[src/hdl/ogifs_pkg.sv]
// types and constants shared by the occupancy grid inflate and free search block
package ogifs_pkg;

    localparam logic [1:0] CMD_WRITE  = 2'd0;
    localparam logic [1:0] CMD_QUERY  = 2'd1;
    localparam logic [1:0] CMD_SEARCH = 2'd2;

    localparam logic [1:0] REG_GRID_WIDTH  = 2'd0;
    localparam logic [1:0] REG_GRID_HEIGHT = 2'd1;
    localparam logic [1:0] REG_RADIUS      = 2'd2;
    localparam logic [1:0] REG_THRESHOLD   = 2'd3;

    localparam int CFG_DATA_W = 9;
    localparam logic signed [7:0] OCC_UNKNOWN = -8'sd1;
    localparam int RESET_GRID = 256;
    localparam int RESET_RADIUS = 10;
    localparam logic [6:0] RESET_THRESHOLD = 7'd70;

    typedef struct packed {
        logic [1:0]        cmd;
        logic [7:0]        cell_x;
        logic [7:0]        cell_y;
        logic signed [7:0] occupancy;
    } t_in_word;

    typedef struct packed {
        logic       blocked;
        logic [7:0] free_x;
        logic [7:0] free_y;
        logic       found;
    } t_out_word;

    typedef enum logic [2:0] {
        S_IDLE,
        S_WRITE,
        S_CTR_START,
        S_CTR_SCAN,
        S_CAND,
        S_CAND_SCAN,
        S_OUT
    } t_state;

    typedef struct packed {
        logic load;
        logic write;
        logic ring_init;
        logic ring_next;
        logic win_start;
        logic res_load;
        logic res_blocked;
        logic res_center;
        logic res_found;
        logic push;
    } t_dp_cmd;

    typedef struct packed {
        logic [1:0] cmd;
        logic       in_grid;
        logic       cand_ok;
        logic       ring_end;
        logic       win_done;
        logic       win_blk;
        logic       out_busy;
    } t_dp_sts;

endpackage

[src/hdl/ogifs_ctrl.sv]
// sequencing state machine for writes, blocked queries and ring search
module ogifs_ctrl import ogifs_pkg::*; (
    input  logic    i_clk,
    input  logic    i_rst_n,
    input  logic    i_in_valid,
    input  t_dp_sts i_sts,
    input  logic [1:0] i_in_cmd,
    output logic    o_in_ready,
    output t_dp_cmd o_cmd
);

    t_state r_state;
    t_state n_state;

    always_ff @(posedge i_clk) begin
        if (!i_rst_n) begin
            r_state <= S_IDLE;
        end else begin
            r_state <= n_state;
        end
    end

    always_comb begin
        n_state = r_state;
        case (r_state)
            S_IDLE: begin
                if (i_in_valid) begin
                    case (i_in_cmd)
                        CMD_WRITE:  n_state = S_WRITE;
                        CMD_QUERY:  n_state = S_CTR_START;
                        CMD_SEARCH: n_state = S_CTR_START;
                        default:    n_state = S_IDLE;
                    endcase
                end
            end
            S_WRITE: n_state = S_IDLE;
            S_CTR_START: begin
                if (!i_sts.in_grid) begin
                    n_state = (i_sts.cmd == CMD_QUERY) ? S_OUT : S_CAND;
                end else begin
                    n_state = S_CTR_SCAN;
                end
            end
            S_CTR_SCAN: begin
                if (i_sts.win_done) begin
                    if (i_sts.cmd == CMD_QUERY || !i_sts.win_blk) begin
                        n_state = S_OUT;
                    end else begin
                        n_state = S_CAND;
                    end
                end
            end
            S_CAND: begin
                if (i_sts.ring_end) begin
                    n_state = S_OUT;
                end else if (i_sts.cand_ok) begin
                    n_state = S_CAND_SCAN;
                end
            end
            S_CAND_SCAN: begin
                if (i_sts.win_done) begin
                    n_state = i_sts.win_blk ? S_CAND : S_OUT;
                end
            end
            S_OUT: begin
                if (!i_sts.out_busy) begin
                    n_state = S_IDLE;
                end
            end
            default: n_state = S_IDLE;
        endcase
    end

    always_comb begin
        o_cmd = '0;
        o_in_ready = 1'b0;
        case (r_state)
            S_IDLE: begin
                o_in_ready = 1'b1;
                o_cmd.load = i_in_valid;
            end
            S_WRITE: o_cmd.write = 1'b1;
            S_CTR_START: begin
                if (!i_sts.in_grid) begin
                    if (i_sts.cmd == CMD_QUERY) begin
                        o_cmd.res_load = 1'b1;
                        o_cmd.res_blocked = 1'b1;
                        o_cmd.res_found = 1'b1;
                    end else begin
                        o_cmd.ring_init = 1'b1;
                    end
                end else begin
                    o_cmd.win_start = 1'b1;
                end
            end
            S_CTR_SCAN: begin
                if (i_sts.win_done) begin
                    if (i_sts.cmd == CMD_QUERY) begin
                        o_cmd.res_load = 1'b1;
                        o_cmd.res_blocked = i_sts.win_blk;
                        o_cmd.res_found = 1'b1;
                    end else if (!i_sts.win_blk) begin
                        o_cmd.res_load = 1'b1;
                        o_cmd.res_center = 1'b1;
                        o_cmd.res_found = 1'b1;
                    end else begin
                        o_cmd.ring_init = 1'b1;
                    end
                end
            end
            S_CAND: begin
                if (i_sts.ring_end) begin
                    o_cmd.res_load = 1'b1;
                    o_cmd.res_blocked = 1'b1;
                end else if (i_sts.cand_ok) begin
                    o_cmd.win_start = 1'b1;
                end else begin
                    o_cmd.ring_next = 1'b1;
                end
            end
            S_CAND_SCAN: begin
                if (i_sts.win_done) begin
                    if (i_sts.win_blk) begin
                        o_cmd.ring_next = 1'b1;
                    end else begin
                        o_cmd.res_load = 1'b1;
                        o_cmd.res_blocked = 1'b1;
                        o_cmd.res_center = 1'b1;
                        o_cmd.res_found = 1'b1;
                    end
                end
            end
            S_OUT: o_cmd.push = !i_sts.out_busy;
            default: o_cmd = '0;
        endcase
    end

endmodule

[config.mk]
export PLATFORM = sky130hd
export DESIGN_NAME = ogifs_ctrl
export DESIGN_NICKNAME = d
export VERILOG_FILES = /design/src/hdl/ogifs_pkg.sv /design/src/hdl/ogifs_ctrl.sv
export SDC_FILE = /design/constraint.sdc
export NUM_CORES = 1
export LEC_CHECK = 0
export BUFFER_PORTS_ARGS = -buffer_cell sky130_fd_sc_hd__buf_2
export CORE_AREA = 2 2 39 41
export CTS_CLUSTER_DIAMETER = 120
export DETAILED_ROUTE_END_ITERATION = 10
export DIE_AREA = 0 0 41 43
export PLACE_DENSITY = 0.67
export SLEW_MARGIN = 15
export SYNTH_ARGS = -nofsm -noshare
export SYNTH_HDL_FRONTEND = slang
export SYNTH_SLANG_ARGS = --single-unit
[constraint.sdc]
create_clock -name i_clk -period 4.7 [get_ports i_clk]
set_input_delay 1.41 -clock i_clk [delete_from_list [all_inputs] [get_ports i_clk]]
set_output_delay 1.41 -clock i_clk [all_outputs]
set_load 0.01 [all_outputs]
==> reports/qor.csv <==
metric,value,unit
clk sinks,3,
"most used cell, CP",buf_2,
status,finished clean,
fin util,0.429,
Yosys top cell by area,dfxtp_1,
Ys Warns,0,
vias post-DR,567,
max incr delay on CP,0.28,ns
DR WL/cell,12.3,um
leak pwr,0.269,nW
Detail Route Antenna Nets,0,
CP Capture Type,output port,
Fin. Hold Viols,0,
f_max,265,MHz
routability cong.,0.801,
Synth cell types,32,
vias in the first global route,468,
fin crit share,0.803,
CTS Buf Count,3,
Netlist Area Pre-Place,457,um^2
min Tclk post-route,3.77,ns
Port Buffer Count,23,
RSZ-0062 raised after global routing,false,
Iteration-0 DRC Markers,10,
htree depth,1,
#FFs+latches synth,3,
Post-CTS Hold Buffers,0,
DRC Markers,0,
antenna violations before repair,0,
clk_lat worst skew,0.23,ns
Die Wd,41,um
die height,43,um
GRT met2 Usage,0.247,
core area,0.00138,mm^2
Pwr per Cell Area,511,mW/mm^2
DRT Pass-1 Iters,4,
Startpoint Class,input port,
Max-Cap Viols,0,
max FFs per register,3,
synthesized area per cell,7.14,um^2
final instance area,594,um^2
Final setup viols,0,
CTS resizes,0,
Cells after Synth,64,
clk root buf,clkbuf_4,
Final WS setup,0.927,ns
Worst EP arrival,2.36,ns
worst vdd ir,286,uV
area share of the largest cell type after synthesis,0.132,
crit path cell chain,"buf_2, nand2b_1, o22ai_1, a32o_1, a41o_1, buf_2",
GRT overflow,0,
nets,103,
Top Ports,24,
total track usage,0.149,
Initial Util,0.330,
asr flop ratio synth,0,
"Max stage delay cell, worst path",a32o_1,
critical path class,in -> out,
post-route insts no fill,104,
Core Rows,14,
skew final,0.00306,ns
CP Buf/Inv Count,2,
top post-synthesis cells by area,"dfxtp_1 13%, nor2_1 6.6%, nor3_1 5.5%, a21oi_1 4.4%, mux2i_1 4.4%",
Top Registers,r_state (3),
Max-Slew Margin vs Limit,0.667,
critical-path maximum fanout,5,
grt met1 use,0.196,
Hold Crit Class,reg -> reg,
Setup TNS,0,ns
Antenna Cells,0,
die area,0.00176,mm^2
Worst Max-Slew Pin Slew,0.499,ns
largest reg by FF count,r_state,
Setup Buffers After CTS,0,
"Seq/Total Area, Yosys",0.132,
largest net degree at the start of global routing,15,
clk slew on worst S/H paths,0.04,ns
"Slew Viols, Final",0,
Area Overhead vs Synth,30.1,%
Syn Nets,78,
worst path required time,3.29,ns
"Largest delay share family, worst path",compound AO/OA/AOI/OAI gates,
Post-DP HPWL,1010,um
Placed Area,568,um^2
ys flop type,dfxtp_1,
CTS tree,yes,
Via density,5.45,
total wire length,1280,um
maximum root-to-sink buffer count,2,
pre-CTS setup slack,0.943,ns
layout cells sized above 1,0.375,
first-pass GRT wire length,1900,um
gr busiest metal,met2,
met3 GRT Util,0.0314,
Post-Place Cells,100,
Post-synth EDFFs,0,
==> synthesized netlist by cell type, types with 2 or more instances <==
| master | instances |
|---|---|
| a21oi_1 | 4 |
| a31oi_1 | 2 |
| and2_1 | 2 |
| dfxtp_1 | 3 |
| inv_1 | 5 |
| mux2i_1 | 2 |
| nand2_1 | 4 |
| nand2b_1 | 3 |
| nor2_1 | 8 |
| nor3_1 | 5 |
| o21ai_0 | 4 |
| o22ai_1 | 2 |
==> placed cells by master (no fill, tap or decap), types with 2 or more instances in the layout <==
master / instances
o22ai_1: 2
nor3_1: 5
a31oi_1: 2
nand2_1: 4
clkbuf_4: 3
a21oi_1: 4
dfxtp_1: 3
inv_1: 5
mux2i_1: 2
and2_1: 2
nor2_1: 8
nand2b_1: 3
buf_2: 23
o21ai_0: 4
==> stage by stage <==
step                      hold WS (ns)  total power, mW
after floorplan                  0.607            0.216
after global placement           0.857            0.256
after detailed placement         0.856            0.258
after CTS                        0.862            0.304
after global routing             0.928            0.330
final                            0.863            0.304
==> layout make-up <==
class	instances	area, um^2
inverters	5	18.8
multi-input cells	53	354
clock buffers	4	26.3
repair buffers	23	115
flip-flops and latches	3	60.1
fillers	156	790
well taps	16	20.0
==> worst reg2reg max path, cell delays in order (launching register included) <==
cell      delay (ns)
dfxtp_1         0.57
inv_1           0.21
nor3_1          0.42
o31a_2          0.21
a211oi_2        0.04
==> metal layers <==
layer | share of wire | vias up
met5 | 0 | -
met4 | 0 | 0
met3 | 0.098 | 0
met2 | 0.46 | 32
met1 | 0.44 | 253
li1 | - | 282
==> cells by family after synthesis <==
logic type / synth area share
xor+xnor: 0.0192
buf+inv: 0.0931
simple gates: 0.362
compound gates: 0.323
mux: 0.0438
flops: 0.132
fa+ha+maj: 0.0274
==> path summary, 6_finish.rpt <==
kind                            slack (ns)                     from  cells after the start                       to
worst max register to register        3.12  r_state[0]$_SDFFE_PN0P_                      4  r_state[1]$_SDFFE_PN0P_
worst min register to register        0.86  r_state[0]$_SDFFE_PN0P_                      3  r_state[2]$_SDFFE_PN0P_
worst min-delay path                  0.86  r_state[0]$_SDFFE_PN0P_                      3  r_state[2]$_SDFFE_PN0P_
worst max-delay path                  0.93                 i_sts[7]                      6                 o_cmd[4]
==> power by group <==
group / internal (mW) / total, mW / switching (mW)
Clock: 0.0317 / 0.0442 / 0.0124
Sequential: 0.0360 / 0.0715 / 0.0355
Combinational: 0.0854 / 0.188 / 0.103
Total: 0.153 / 0.304 / 0.151
(Power assumes the default switching activity.)
